### src/hdl/hslc_pkg.sv
// hslc_pkg: types, constants and helper functions of the hsl colourise pixel block
`default_nettype none

package hslc_pkg;

    // pipeline and channel counts
    localparam int NUM_STG = 8;
    localparam int NUM_CH  = 3;
    localparam int CH_RED  = 0;
    localparam int CH_GRN  = 1;
    localparam int CH_BLU  = 2;

    // field widths
    localparam int PIX_W  = 8;
    localparam int HUE_W  = 9;
    localparam int SAT_W  = 7;
    localparam int LGT_W  = 8;
    localparam int CFG_W  = 9;
    localparam int LUM_W  = 17;
    localparam int PROD_W = 23;
    localparam int WGT_W  = 6;

    // q1.16 fixed point anchors
    localparam logic [LUM_W-1:0] ONE_Q16  = 17'd65536;
    localparam logic [LUM_W-1:0] HALF_Q16 = 17'd32768;

    // pixels below this alpha pass through as grey
    localparam logic [PIX_W-1:0] ALPHA_THRESHOLD = 8'd250;

    // percent and degree limits
    localparam logic [SAT_W-1:0] PCT_MAX  = 7'd100;
    localparam logic [HUE_W-1:0] DEG_FULL = 9'd360;
    localparam logic [HUE_W-1:0] DEG_60   = 9'd60;
    localparam logic [HUE_W-1:0] DEG_120  = 9'd120;
    localparam logic [HUE_W-1:0] DEG_180  = 9'd180;
    localparam logic [HUE_W-1:0] DEG_240  = 9'd240;

    // floor(x / 100) = (x * RECIP_100) >> 30, exact for x below 2^23
    localparam logic [23:0] RECIP_100 = 24'd10737419;
    localparam int          SHIFT_100 = 30;
    // floor(x / 60) = (x * RECIP_60) >> 28, exact for x below 2^22
    localparam logic [22:0] RECIP_60  = 23'd4473925;
    localparam int          SHIFT_60  = 28;

    // configuration register indexes
    typedef enum logic [1:0] {
        CFG_HUE   = 2'd0,
        CFG_SAT   = 2'd1,
        CFG_LIGHT = 2'd2,
        CFG_NONE  = 2'd3
    } t_cfg_idx;

    // payloads of the pixel in and pixel out channels
    typedef struct packed {
        logic [PIX_W-1:0] intensity;
        logic [PIX_W-1:0] alpha_in;
    } t_pix_in;

    typedef struct packed {
        logic [PIX_W-1:0] alpha_out;
        logic [PIX_W-1:0] red;
        logic [PIX_W-1:0] green;
        logic [PIX_W-1:0] blue;
    } t_pix_out;

    // hue sector of one channel
    typedef enum logic [1:0] {
        SEC_RISE,
        SEC_HIGH,
        SEC_FALL,
        SEC_LOW
    } t_sec_mode;

    typedef struct packed {
        t_sec_mode        mode;
        logic [WGT_W-1:0] wgt;
    } t_sec;

    // sector and ramp weight for an angle 0..359
    function automatic t_sec hue_sector(input logic [HUE_W-1:0] d);
        t_sec             res;
        logic [HUE_W-1:0] fall;
        fall = DEG_240 - d;
        if (d < DEG_60) begin
            res.mode = SEC_RISE;
            res.wgt  = d[WGT_W-1:0];
        end else if (d < DEG_180) begin
            res.mode = SEC_HIGH;
            res.wgt  = '0;
        end else if (d < DEG_240) begin
            res.mode = SEC_FALL;
            res.wgt  = fall[WGT_W-1:0];
        end else begin
            res.mode = SEC_LOW;
            res.wgt  = '0;
        end
        return res;
    endfunction

    // angle plus offset, wrapped below 360
    function automatic logic [HUE_W-1:0] hue_add(input logic [HUE_W-1:0] h,
                                                 input logic [HUE_W-1:0] ofs);
        logic [HUE_W:0] sum;
        logic [HUE_W:0] wrap;
        sum  = {1'b0, h} + {1'b0, ofs};
        wrap = sum - {1'b0, DEG_FULL};
        return (sum >= {1'b0, DEG_FULL}) ? wrap[HUE_W-1:0] : sum[HUE_W-1:0];
    endfunction

    // q1.16 value to byte, v * 255 >> 16 with v held at 1.0
    function automatic logic [PIX_W-1:0] to_byte(input logic [LUM_W-1:0] v);
        logic [LUM_W-1:0]       vc;
        logic [LUM_W+PIX_W-1:0] t;
        vc = (v > ONE_Q16) ? ONE_Q16 : v;
        t  = {vc, 8'b0} - {8'b0, vc};
        return t[23:16];
    endfunction

endpackage

`default_nettype wire

### src/hdl/hsl_colourise_pixel.sv
// hsl_colourise_pixel: eight stage pipeline that colourises intensity-alpha pixels
//
//  channel   direction   handshake           payload
//  pixel in  input       i_valid / o_stall   i_pix  (intensity, alpha_in)
//  pixel out output      o_valid / i_stall   o_pix  (alpha_out, red, green, blue)
//  config    input       i_cfg_we            i_cfg_idx, i_cfg_data
//
// one pixel per clock sustained while i_stall is low
// the eight register stages each hold at most one multiply, with adds, clamps and selects around it
// every stage keeps its own valid bit, so bubbles are squeezed out under stall
// o_stall rises only when all eight stages hold pixels and i_stall is high
// synchronous active-low reset clears the stage valid bits and the config registers
`default_nettype none

module hsl_colourise_pixel (
    input  wire logic                       i_clk,
    input  wire logic                       i_rst_n,
    input  wire logic                       i_valid,
    output logic                            o_stall,
    input  wire hslc_pkg::t_pix_in          i_pix,
    output logic                            o_valid,
    input  wire logic                       i_stall,
    output hslc_pkg::t_pix_out              o_pix,
    input  wire logic                       i_cfg_we,
    input  wire logic [1:0]                 i_cfg_idx,
    input  wire logic [hslc_pkg::CFG_W-1:0] i_cfg_data
);

    localparam int LW = hslc_pkg::LUM_W;
    localparam int PW = hslc_pkg::PROD_W;
    localparam int NS = hslc_pkg::NUM_STG;
    localparam int NC = hslc_pkg::NUM_CH;

    // configuration registers
    logic [hslc_pkg::HUE_W-1:0] r_hue;
    logic [hslc_pkg::SAT_W-1:0] r_sat;
    logic [hslc_pkg::LGT_W-1:0] r_light;

    always_ff @(posedge i_clk) begin
        if (!i_rst_n) begin
            r_hue   <= '0;
            r_sat   <= '0;
            r_light <= '0;
        end else if (i_cfg_we) begin
            unique case (hslc_pkg::t_cfg_idx'(i_cfg_idx))
                hslc_pkg::CFG_HUE:   r_hue   <= i_cfg_data[hslc_pkg::HUE_W-1:0];
                hslc_pkg::CFG_SAT:   r_sat   <= i_cfg_data[hslc_pkg::SAT_W-1:0];
                hslc_pkg::CFG_LIGHT: r_light <= i_cfg_data[hslc_pkg::LGT_W-1:0];
                default: ;
            endcase
        end
    end

    // clamped config and per-channel hue sectors
    logic                       lp_pos;
    logic                       lp_neg;
    logic [hslc_pkg::SAT_W-1:0] lp_mag;
    logic [hslc_pkg::SAT_W-1:0] lp_negf;
    logic [hslc_pkg::SAT_W-1:0] sat_c;
    logic [hslc_pkg::HUE_W-1:0] hue_w;
    logic [hslc_pkg::LGT_W-1:0] negf_sum;
    hslc_pkg::t_sec             cfg_sec [NC];

    always_comb begin
        lp_pos   = !r_light[hslc_pkg::LGT_W-1] && (r_light != '0);
        lp_neg   = r_light[hslc_pkg::LGT_W-1];
        lp_mag   = (r_light > {1'b0, hslc_pkg::PCT_MAX}) ? hslc_pkg::PCT_MAX
                                                         : r_light[hslc_pkg::SAT_W-1:0];
        negf_sum = {1'b0, hslc_pkg::PCT_MAX} + r_light;
        lp_negf  = ($signed(r_light) < -$signed({1'b0, hslc_pkg::PCT_MAX})) ? '0
                                                         : negf_sum[hslc_pkg::SAT_W-1:0];
        sat_c    = (r_sat > hslc_pkg::PCT_MAX) ? hslc_pkg::PCT_MAX : r_sat;
        hue_w    = (r_hue >= hslc_pkg::DEG_FULL) ? (r_hue - hslc_pkg::DEG_FULL) : r_hue;
        cfg_sec[hslc_pkg::CH_RED] =
            hslc_pkg::hue_sector(hslc_pkg::hue_add(hue_w, hslc_pkg::DEG_120));
        cfg_sec[hslc_pkg::CH_GRN] = hslc_pkg::hue_sector(hue_w);
        cfg_sec[hslc_pkg::CH_BLU] =
            hslc_pkg::hue_sector(hslc_pkg::hue_add(hue_w, hslc_pkg::DEG_240));
    end

    // stage enables: a stage loads when it is empty or the next one loads
    logic [NS:1] r_vld;
    logic [NS:1] en;

    always_comb begin
        en[NS] = !r_vld[NS] || !i_stall;
        for (int k = NS - 1; k >= 1; k--) begin
            en[k] = !r_vld[k] || en[k+1];
        end
    end

    assign o_stall = !en[1];
    assign o_valid = r_vld[NS];

    always_ff @(posedge i_clk) begin
        if (!i_rst_n) begin
            r_vld <= '0;
        end else begin
            if (en[1]) begin
                r_vld[1] <= i_valid;
            end
            for (int k = 2; k <= NS; k++) begin
                if (en[k]) begin
                    r_vld[k] <= r_vld[k-1];
                end
            end
        end
    end

    // stage data registers
    hslc_pkg::t_pix_in r1_pix, r2_pix, r3_pix, r4_pix, r5_pix, r6_pix, r7_pix;
    logic [LW-1:0]     r1_lum, r2_lum, r3_lum, r4_lum;
    logic [PW-1:0]     r1_prod, r3_prod;
    logic [LW-1:0]     r2_q, r4_q;
    logic              r3_low, r4_low;
    logic [LW-1:0]     r5_m1, r5_m2, r5_span;
    logic [LW-1:0]     r6_m1, r6_m2, r7_m1, r7_m2;
    logic [PW-1:0]     r6_prod [NC];
    logic [LW-1:0]     r7_q    [NC];
    hslc_pkg::t_sec_mode r6_mode [NC];
    hslc_pkg::t_sec_mode r7_mode [NC];
    hslc_pkg::t_pix_out  r_out;

    // combinational work between stages
    logic [LW-1:0]   n1_lum;
    logic [LW-1:0]   mul1_a;
    logic [6:0]      mul1_b;
    logic [23:0]     mul1_full;
    logic [46:0]     mul2_full;
    logic [LW-1:0]   n3_lum;
    logic            n3_low;
    logic [LW-1:0]   mul3_a;
    logic [7:0]      mul3_b;
    logic [24:0]     mul3_full;
    logic [46:0]     mul4_full;
    logic [LW:0]     m2_sum;
    logic [LW-1:0]   n5_m2;
    logic [LW:0]     m1_dif;
    logic [LW-1:0]   n5_m1;
    logic [PW-1:0]   mul6_full [NC];
    logic [45:0]     mul7_full [NC];
    logic [LW-1:0]   ch_val    [NC];
    logic [LW-1:0]   ramp      [NC];
    hslc_pkg::t_pix_out n8_out;

    always_comb begin
        // stage 1: intensity to luminance, start of the lightness product
        n1_lum = {1'b0, i_pix.intensity, i_pix.intensity}
               + LW'(i_pix.intensity != '0);
        if (lp_pos) begin
            mul1_a = hslc_pkg::ONE_Q16 - n1_lum;
            mul1_b = lp_mag;
        end else if (lp_neg) begin
            mul1_a = n1_lum;
            mul1_b = lp_negf;
        end else begin
            mul1_a = '0;
            mul1_b = '0;
        end
        mul1_full = {7'b0, mul1_a} * {17'b0, mul1_b};

        // stage 2: divide the lightness product by 100
        mul2_full = {24'b0, r1_prod} * {23'b0, hslc_pkg::RECIP_100};

        // stage 3: adjusted luminance, start of the m2 product
        if (lp_pos) begin
            n3_lum = r2_lum + r2_q;
        end else if (lp_neg) begin
            n3_lum = r2_q;
        end else begin
            n3_lum = r2_lum;
        end
        n3_low = (n3_lum <= hslc_pkg::HALF_Q16);
        if (n3_low) begin
            mul3_a = n3_lum;
            mul3_b = {1'b0, hslc_pkg::PCT_MAX} + {1'b0, sat_c};
        end else begin
            mul3_a = hslc_pkg::ONE_Q16 - n3_lum;
            mul3_b = {1'b0, sat_c};
        end
        mul3_full = {8'b0, mul3_a} * {17'b0, mul3_b};

        // stage 4: divide the m2 product by 100
        mul4_full = {24'b0, r3_prod} * {23'b0, hslc_pkg::RECIP_100};

        // stage 5: m2 with clamps, m1 and the span between them
        m2_sum = r4_low ? {1'b0, r4_q} : ({1'b0, r4_lum} + {1'b0, r4_q});
        if (m2_sum > {1'b0, hslc_pkg::ONE_Q16}) begin
            n5_m2 = hslc_pkg::ONE_Q16;
        end else begin
            n5_m2 = m2_sum[LW-1:0];
        end
        if (n5_m2 < r4_lum) begin
            n5_m2 = r4_lum;
        end
        m1_dif = {r4_lum, 1'b0} - {1'b0, n5_m2};
        n5_m1  = m1_dif[LW-1:0];

        // stages 6 to 8, one lane per colour
        for (int c = 0; c < NC; c++) begin
            mul6_full[c] = {6'b0, r5_span} * {17'b0, cfg_sec[c].wgt};
            mul7_full[c] = {23'b0, r6_prod[c]} * {23'b0, hslc_pkg::RECIP_60};
            ramp[c]      = r7_m1 + r7_q[c];
            unique case (r7_mode[c])
                hslc_pkg::SEC_RISE: ch_val[c] = ramp[c];
                hslc_pkg::SEC_FALL: ch_val[c] = ramp[c];
                hslc_pkg::SEC_HIGH: ch_val[c] = r7_m2;
                default:            ch_val[c] = r7_m1;
            endcase
        end

        // stage 8: bytes out, grey pass-through for low alpha
        n8_out.alpha_out = r7_pix.alpha_in;
        if (r7_pix.alpha_in < hslc_pkg::ALPHA_THRESHOLD) begin
            n8_out.red   = r7_pix.intensity;
            n8_out.green = r7_pix.intensity;
            n8_out.blue  = r7_pix.intensity;
        end else begin
            n8_out.red   = hslc_pkg::to_byte(ch_val[hslc_pkg::CH_RED]);
            n8_out.green = hslc_pkg::to_byte(ch_val[hslc_pkg::CH_GRN]);
            n8_out.blue  = hslc_pkg::to_byte(ch_val[hslc_pkg::CH_BLU]);
        end
    end

    // pipeline payload registers
    always_ff @(posedge i_clk) begin
        if (en[1]) begin
            r1_pix  <= i_pix;
            r1_lum  <= n1_lum;
            r1_prod <= mul1_full[PW-1:0];
        end
        if (en[2]) begin
            r2_pix <= r1_pix;
            r2_lum <= r1_lum;
            r2_q   <= mul2_full[hslc_pkg::SHIFT_100+LW-1:hslc_pkg::SHIFT_100];
        end
        if (en[3]) begin
            r3_pix  <= r2_pix;
            r3_lum  <= n3_lum;
            r3_low  <= n3_low;
            r3_prod <= mul3_full[PW-1:0];
        end
        if (en[4]) begin
            r4_pix <= r3_pix;
            r4_lum <= r3_lum;
            r4_low <= r3_low;
            r4_q   <= mul4_full[hslc_pkg::SHIFT_100+LW-1:hslc_pkg::SHIFT_100];
        end
        if (en[5]) begin
            r5_pix  <= r4_pix;
            r5_m1   <= n5_m1;
            r5_m2   <= n5_m2;
            r5_span <= n5_m2 - n5_m1;
        end
        if (en[6]) begin
            r6_pix <= r5_pix;
            r6_m1  <= r5_m1;
            r6_m2  <= r5_m2;
            for (int c = 0; c < NC; c++) begin
                r6_prod[c] <= mul6_full[c];
                r6_mode[c] <= cfg_sec[c].mode;
            end
        end
        if (en[7]) begin
            r7_pix <= r6_pix;
            r7_m1  <= r6_m1;
            r7_m2  <= r6_m2;
            for (int c = 0; c < NC; c++) begin
                r7_q[c]    <= mul7_full[c][hslc_pkg::SHIFT_60+LW-1:hslc_pkg::SHIFT_60];
                r7_mode[c] <= r6_mode[c];
            end
        end
        if (en[8]) begin
            r_out <= n8_out;
        end
    end

    assign o_pix = r_out;

    // low-alpha results are always grey
    a_low_alpha_grey: assert property (@(posedge i_clk) disable iff (!i_rst_n)
        (o_valid && (o_pix.alpha_out < hslc_pkg::ALPHA_THRESHOLD))
        |-> (o_pix.red == o_pix.green && o_pix.green == o_pix.blue))
        else $error("low-alpha pixel is not grey");

    // input stall only when the whole pipe is full and the output is held
    a_stall_full: assert property (@(posedge i_clk) disable iff (!i_rst_n)
        o_stall |-> (&r_vld && i_stall))
        else $error("input stalled with room in the pipeline");

    // a pixel blocked in stage seven stays there
    a_hold_stage7: assert property (@(posedge i_clk) disable iff (!i_rst_n)
        (r_vld[NS-1] && !en[NS]) |=> r_vld[NS-1])
        else $error("pixel lost in stage seven under stall");

    // the hue band never inverts
    a_m2_ge_m1: assert property (@(posedge i_clk) disable iff (!i_rst_n)
        r_vld[5] |-> (r5_m2 >= r5_m1 && r5_span == r5_m2 - r5_m1))
        else $error("m2 below m1");

endmodule

`default_nettype wire
### config.mk
export PLATFORM = sky130hd
export DESIGN_NAME = hsl_colourise_pixel
export DESIGN_NICKNAME = d
export VERILOG_FILES = /design/src/hdl/hslc_pkg.sv /design/src/hdl/hsl_colourise_pixel.sv
export SDC_FILE = /design/constraint.sdc
export NUM_CORES = 2
export LEC_CHECK = 0
export BUFFER_PORTS_ARGS = -buffer_cell sky130_fd_sc_hd__buf_4
export CORE_AREA = 4 4 474 476
export CTS_CLUSTER_DIAMETER = 40
export DETAILED_ROUTE_END_ITERATION = 10
export DIE_AREA = 0 0 478 480
export SETUP_SLACK_MARGIN = 0.3
export SLEW_MARGIN = 40
export SYNTH_ARGS = -nofsm -noshare
export SYNTH_HDL_FRONTEND = slang
export SYNTH_SLANG_ARGS = --single-unit
### constraint.sdc
create_clock -name i_clk -period 8.6 [get_ports i_clk]
set_clock_uncertainty 0.2 [all_clocks]
set_input_delay 0.86 -clock i_clk [delete_from_list [all_inputs] [get_ports i_clk]]
set_output_delay 0.86 -clock i_clk [all_outputs]
set_load 0.01 [all_outputs]
; ---- Word level (Yosys, flattened, before mapping)
; Memories as Yosys holds them, arrays and structs flattened.
; Cells that the tools add are included.
[totals]
ff_bits = 445
ramBits = 132
inputBits = 32
output_inout_bits = 34
elab_cells = 182
mem_count = 4
[mem_list]
columns = name, words, word_bits, rd, rd_clocked_by_memory_dff, wr, line_no
row1 = r6_prod, 3, 23, 3, 0, 3, hsl_colourise_pixel.sv:118  ; logic [PW-1:0] r6_prod [NC];
row2 = r7_q, 3, 17, 3, 0, 3, hsl_colourise_pixel.sv:119  ; logic [LW-1:0] r7_q [NC];
row3 = r6_mode, 3, 2, 3, 0, 3, hsl_colourise_pixel.sv:120  ; hslc_pkg::t_sec_mode r6_mode [NC];
row4 = r7_mode, 3, 2, 3, 0, 3, hsl_colourise_pixel.sv:121  ; hslc_pkg::t_sec_mode r7_mode [NC];
[op_classes]
addsub = 23
mul = 10
n_lt_le_gt_ge = 22
eq_ne = 8
mux = 37
reduce_logical = 32
[op_table]
columns = cell, n
row1 = 17-bit 2-to-1 mux, 10
row2 = "23-bit by 23-bit multiplier with 45-bit output, second input constant", 3
row3 = 17-bit one-hot mux with 2 select lines, 3
row4 = "23-bit by 24-bit multiplier with 47-bit output, second input constant", 2
row5 = 24-bit by 17-bit subtractor with 24-bit output, 3
row6 = 17-bit by 6-bit multiplier with 23-bit output, 3
row7 = 17-bit adder, 4
row8 = 7-bit 2-to-1 mux, 8
row9 = 8-bit 2-to-1 mux, 7
row10 = "9-bit by 8-bit < comparator with 1-bit output, second input constant", 6
row11 = "17-bit > comparator, second input constant", 3
row12 = 17-bit subtractor, 2
row13 = "17-bit subtractor, first input constant", 2
row14 = "9-bit by 6-bit < comparator with 1-bit output, second input constant", 3
row15 = 9-bit 2-to-1 mux, 3
row16 = "9-bit subtractor, second input constant", 3
row17 = 24-bit 2-to-1 mux, 1
row18 = 17-bit by 7-bit multiplier with 23-bit output, 1
row19 = 17-bit by 8-bit multiplier with 23-bit output, 1
row20 = "10-bit by 9-bit greater-or-equal comparator with 1-bit output, second input constant", 2
row21 = 17-bit by 17-bit adder with 18-bit output, 1
row22 = "18-bit by 17-bit > comparator with 1-bit output, second input constant", 1
row23 = 18-bit 2-to-1 mux, 1
row24 = "6-bit subtractor, first input constant", 3
row25 = other kinds (21), 56

; ---- Longest topological paths before layout
[depth]
depth_word = 10
mapped_depth = 48
ltp_nobuf = 47

; ---- Least setup slack after synthesis
; OpenSTA, ideal clock, no wires.
[synth_timing]
path_kind = flip-flop to flip-flop
startpoint = register r2_lum[0]
endpoint = register r3_prod[22] (data pin)
setup_ns = 0.264
arrival_time_ns = 9.139
t_required_ns = 8.136
slack_ns = -1.002
stages_incl_launch_ff = 43
path_buffers = 1
period_less_slack_ns = 9.602
cell_sequence = edfxtp_1 -> ha_1 -> fa_1 -> a21o_1 -> a21oi_1 -> o21bai_1 -> a21oi_1 -> o21bai_1 -> a21oi_1 -> o21bai_1 -> a21oi_1 -> o21bai_1 -> a21oi_1 -> o21a_1 -> xnor2_1 -> a221oi_1 -> a21bo_2 -> nand3_1 -> [7 not listed] -> inv_1 -> fa_1 -> inv_1 -> ha_1 -> a21oi_1 -> o21ai_0 -> a21oi_1 -> o21ai_0 -> a21oi_1 -> o21ai_0 -> a21oi_1 -> o21ai_0 -> a21oi_1 -> o21ai_0 -> or4_1 -> and3_1 -> a211oi_1 -> xnor2_1
[synth_between]
elab_chain_cells = 5
word_cells_on_any_way = 8
cone_classes = 2 x add/sub / 1 x mul / 1 x order compare / 4 x mux
[synth_lines]
columns = element, line_no
row1 = "start, declared", hsl_colourise_pixel.sv:112  ; logic [LW-1:0] r1_lum, r2_lum, r3_lum, r4_lum;
row2 = "start signal, assigned", hsl_colourise_pixel.sv:234  ; r2_lum <= r1_lum;
row3 = 17-bit adder / 17-bit 2-to-1 mux (equally long branches), "hsl_colourise_pixel.sv:167, hsl_colourise_pixel.sv:168"
row4 = 17-bit 2-to-1 mux (*), hsl_colourise_pixel.sv:166  ; if (lp_pos) begin
row5 = 17-bit subtractor / 17-bit by 16-bit less-or-equal comparator with 1-bit output (equally long branches), "hsl_colourise_pixel.sv:178, hsl_colourise_pixel.sv:173"
row6 = 17-bit 2-to-1 mux / 8-bit 2-to-1 mux (equally long branches), hsl_colourise_pixel.sv:174  ; if (n3_low) begin
row7 = 17-bit by 8-bit multiplier with 23-bit output (*), hsl_colourise_pixel.sv:181  ; mul3_full = {8'b0, mul3_a} * {17'b0, mul3_b};
row8 = named net mul3_full[22], hsl_colourise_pixel.sv:134  ; logic [24:0] mul3_full;
row9 = "end signal, assigned", hsl_colourise_pixel.sv:241  ; r3_prod <= mul3_full[PW-1:0];
row10 = "end, declared", hsl_colourise_pixel.sv:113  ; logic [PW-1:0] r1_prod, r3_prod;
; Mark *: on every way through the listed nets, which the timed path passes. The rest lies on a longest branch.
; A chain may end at the register's enable or synchronous reset.

; ---- Worst setup path in the final report
[layout_timing]
startpoint = register r2_q[0]
endpoint = register r3_prod[21] (data pin)
[layout_between]
elab_chain_cells = 5
word_cells_on_any_way = 8
cone_classes = 2 x add/sub / 1 x mul / 1 x order compare / 4 x mux
[layout_lines]
columns = element, line_no
row1 = "start, declared", hsl_colourise_pixel.sv:114  ; logic [LW-1:0] r2_q, r4_q;
row2 = "start signal, assigned", hsl_colourise_pixel.sv:235  ; r2_q <= mul2_full[hslc_pkg::SHIFT_100+LW-1:hslc_pkg::SHIFT_100];
row3 = 17-bit adder / 17-bit 2-to-1 mux (equally long branches), "hsl_colourise_pixel.sv:167, hsl_colourise_pixel.sv:168"
row4 = 17-bit 2-to-1 mux (*), hsl_colourise_pixel.sv:166
row5 = 17-bit subtractor / 17-bit by 16-bit less-or-equal comparator with 1-bit output (equally long branches), "hsl_colourise_pixel.sv:178, hsl_colourise_pixel.sv:173"
row6 = 17-bit 2-to-1 mux / 8-bit 2-to-1 mux (equally long branches), hsl_colourise_pixel.sv:174
row7 = 17-bit by 8-bit multiplier with 23-bit output (*), hsl_colourise_pixel.sv:181
row8 = named net mul3_full[21], hsl_colourise_pixel.sv:134
; Marked as above.

==> results.yml <==
outcome:
  status: "complete, but fails checks"
  violations: "negative setup slack"
drt:
  avgViaCountPerCell: 4.87
  ant_nets: 0
  firstDrtPassIters: 6
  vias: 54200
  drtIter0Drc: 2679
  drc_errors: 0
  routed_wirelength_mm: 196
  wl_per_cell_um: 17.6
cts:
  cts.sinks: 573
  clk_path_buf_depth: 3
  htreeDepth: 3
  clock_latency_ps: 750
  cts_tree: "built"
  clkSlewWorstSetupHoldPaths_ps: 60
  clockRootBuffer: "clkbuf_16"
  cts_buffers: 98
  cts_hold_buf: 0
critical_path:
  crit_buf_inv: 6
  cpMaxStageDelayCell: "fa_1"
  cpMostUsedCell: "a21oi_2"
  crit_family: "compound AO/OA/AOI/OAI gates"
  arrival_ps: 9330
  crit_required_ps: 8850
  rrSetupSlack_ps: -480
  worstSetupPathType: "reg -> reg"
  cp-end-kind: "flop"
  critPathMaxFanout: 6
  critPathMaxStageDelay_ps: 520
  start_kind: "flop"
final_layout:
  fin_cells: 11100
  drive_above_1_share: 0.145
  fillers: 21100
  multi_input_area_mm2: 0.0555
  areaGrowthSynthToFinish_pct: 17.9
  fin_area_mm2: 0.0904
  nets: 10400
  regArea_mm2: 0.0169
floorplanning:
  dieHeight_um: 480
  io_pins: 66
  dieArea_mm2: 0.229
  fp.coreArea_mm2: 0.221
  rows: 173
  start_util: 0.347
  dieWidth_um: 478
placed_design:
  dpl_cell_area_mm2: 0.0837
  numPortBuffers: 65
  gp_congestion: 0.914
  place_inst: 10700
  dp_slack_ps: -566
  hpwlAfterDp_mm: 164
synth:
  ys.warnings.count: 0
  netlist_area_mm2: 0.0767
  synth_top_area_frac: 0.247
  synth-seq-cells: 573
  synth_edf_count: 541
  synth_common_cells: "1567 x inv_1, 1336 x ha_1, 948 x fa_1"
  synthArstFlopShare: 0
  synthCells: 7466
  ys.flop_type: "edfxtp_1"
  synth_most_common_cell: "inv_1"
  avgSynthCellArea_um2: 10.3
  synth.area.top_cells: "fa_1 25%, ha_1 22%, edfxtp_1 21%"
  yosysTopAreaCell: "fa_1"
  seq_area_frac_synth: 0.220
  synth_cell_type_count: 96
timing:
  period_minus_slack_ps: 9080
  setup_violations: 11
  tightest_slew_ps: 896
  rsz0062_at_grt: "true"
  period_share: 1.06
  hold_viol: 0
  drv_slew: 0
  setup_ws_ps: -480
  slew_headroom: 0.403
  max_freq_ghz: 0.110
global_route:
  grt_max_degree: 76
  grt_overflow: 0
  grt.total_usage: 0.171
  grt_pass1_wl_mm: 315
  antenna_found_initial: 6
  grt_pass1_vias: 58000
flow_run:
  maxCapViolCount: 0
hold_path:
  hold_class: "in -> reg"
[timing repair]
item / CTS / global route
setup endpoints to repair: 29 / 51
gates cloned: 1 / 0
pin swaps: 115 / 140
gates resized for setup: 131 / 219
buffers inserted: 140 / 82
[final cells by class]
cell class / instances / area share
well taps: 2975 / 0.0412
clock inverters: 72 / 0.00988
flip-flops and latches: 573 / 0.187
repair buffers: 616 / 0.0551
multi-input cells: 5211 / 0.613
clock buffers: 113 / 0.0281
diodes: 4 / 0.000111
inverters: 1572 / 0.0655
[path summary, 6_finish.rpt]
kind,end,cells after the start,startpoint
max,r3_prod[21],45,r2_q[0]
min,r1_pix[3],1,i_pix[3]
max reg2reg,r3_prod[21],45,r2_q[0]
min reg2reg,r4_low,0,r3_low
[registers in the layout, indices dropped and copies added, names as in the netlist, 23 cells and up]
| register | cells |
|---|---|
| r1_prod | 23 |
| o_pix | 32 |
| r7_q | 51 |
| r3_prod | 23 |
| r6_prod | 69 |
[stage by stage]
stage | utilization | TNS (ps) | hold slack (ps)
after detailed placement | 0.379 | -3630 | 205
after global placement | 0.378 | -2060 | 201
after global routing | 0.409 | -7790 | 75.0
after floorplan | - | 0 | 200
after CTS | 0.402 | -1540 | 43.3
final | 0.409 | -2760 | 119
[per-layer routing]
| layer | part of all wire | up-vias | wire length [um] | GRT usage |
|---|---|---|---|---|
| li1 | - | 25900 | - | - |
| met1 | 0.45 | 27000 | 87200 | 0.225 |
| met2 | 0.49 | 954 | 95500 | 0.298 |
| met3 | 0.036 | 276 | 7040 | 0.0170 |
| met4 | 0.030 | 0 | 5890 | 0.0504 |
| met5 | 0 | - | 0 | 0 |
[layout by cell type (no fill, tap or decap), drive strengths merged, types with 36 or more instances in the layout]
cell,instances
xor2,82
a21o,101
fa,948
buf,615
and3,45
nand2b,64
o21bai,85
and2,252
ha,1336
nor3,104
mux2i,87
o21ai,203
nor2,292
nand2,435
nand3,86
o21a,51
inv,1596
nor2b,87
edfxtp,541
a211oi,36
a31oi,44
a21oi,271
xnor2,220
clkbuf,113
[logic make-up after synthesis]
kind of cell | count (synthesis) | synth area share
fa+ha+maj | 2289 | 0.466
buf+inv | 1694 | 0.0829
simple gates | 1515 | 0.0984
compound gates | 986 | 0.0842
flops | 573 | 0.220
xor+xnor | 302 | 0.0345
mux | 105 | 0.0140
other cells | 2 | 0.0000979
Power is not shown: default switching activity piles up to over one toggle a cycle in this logic, so the estimate is an artifact.
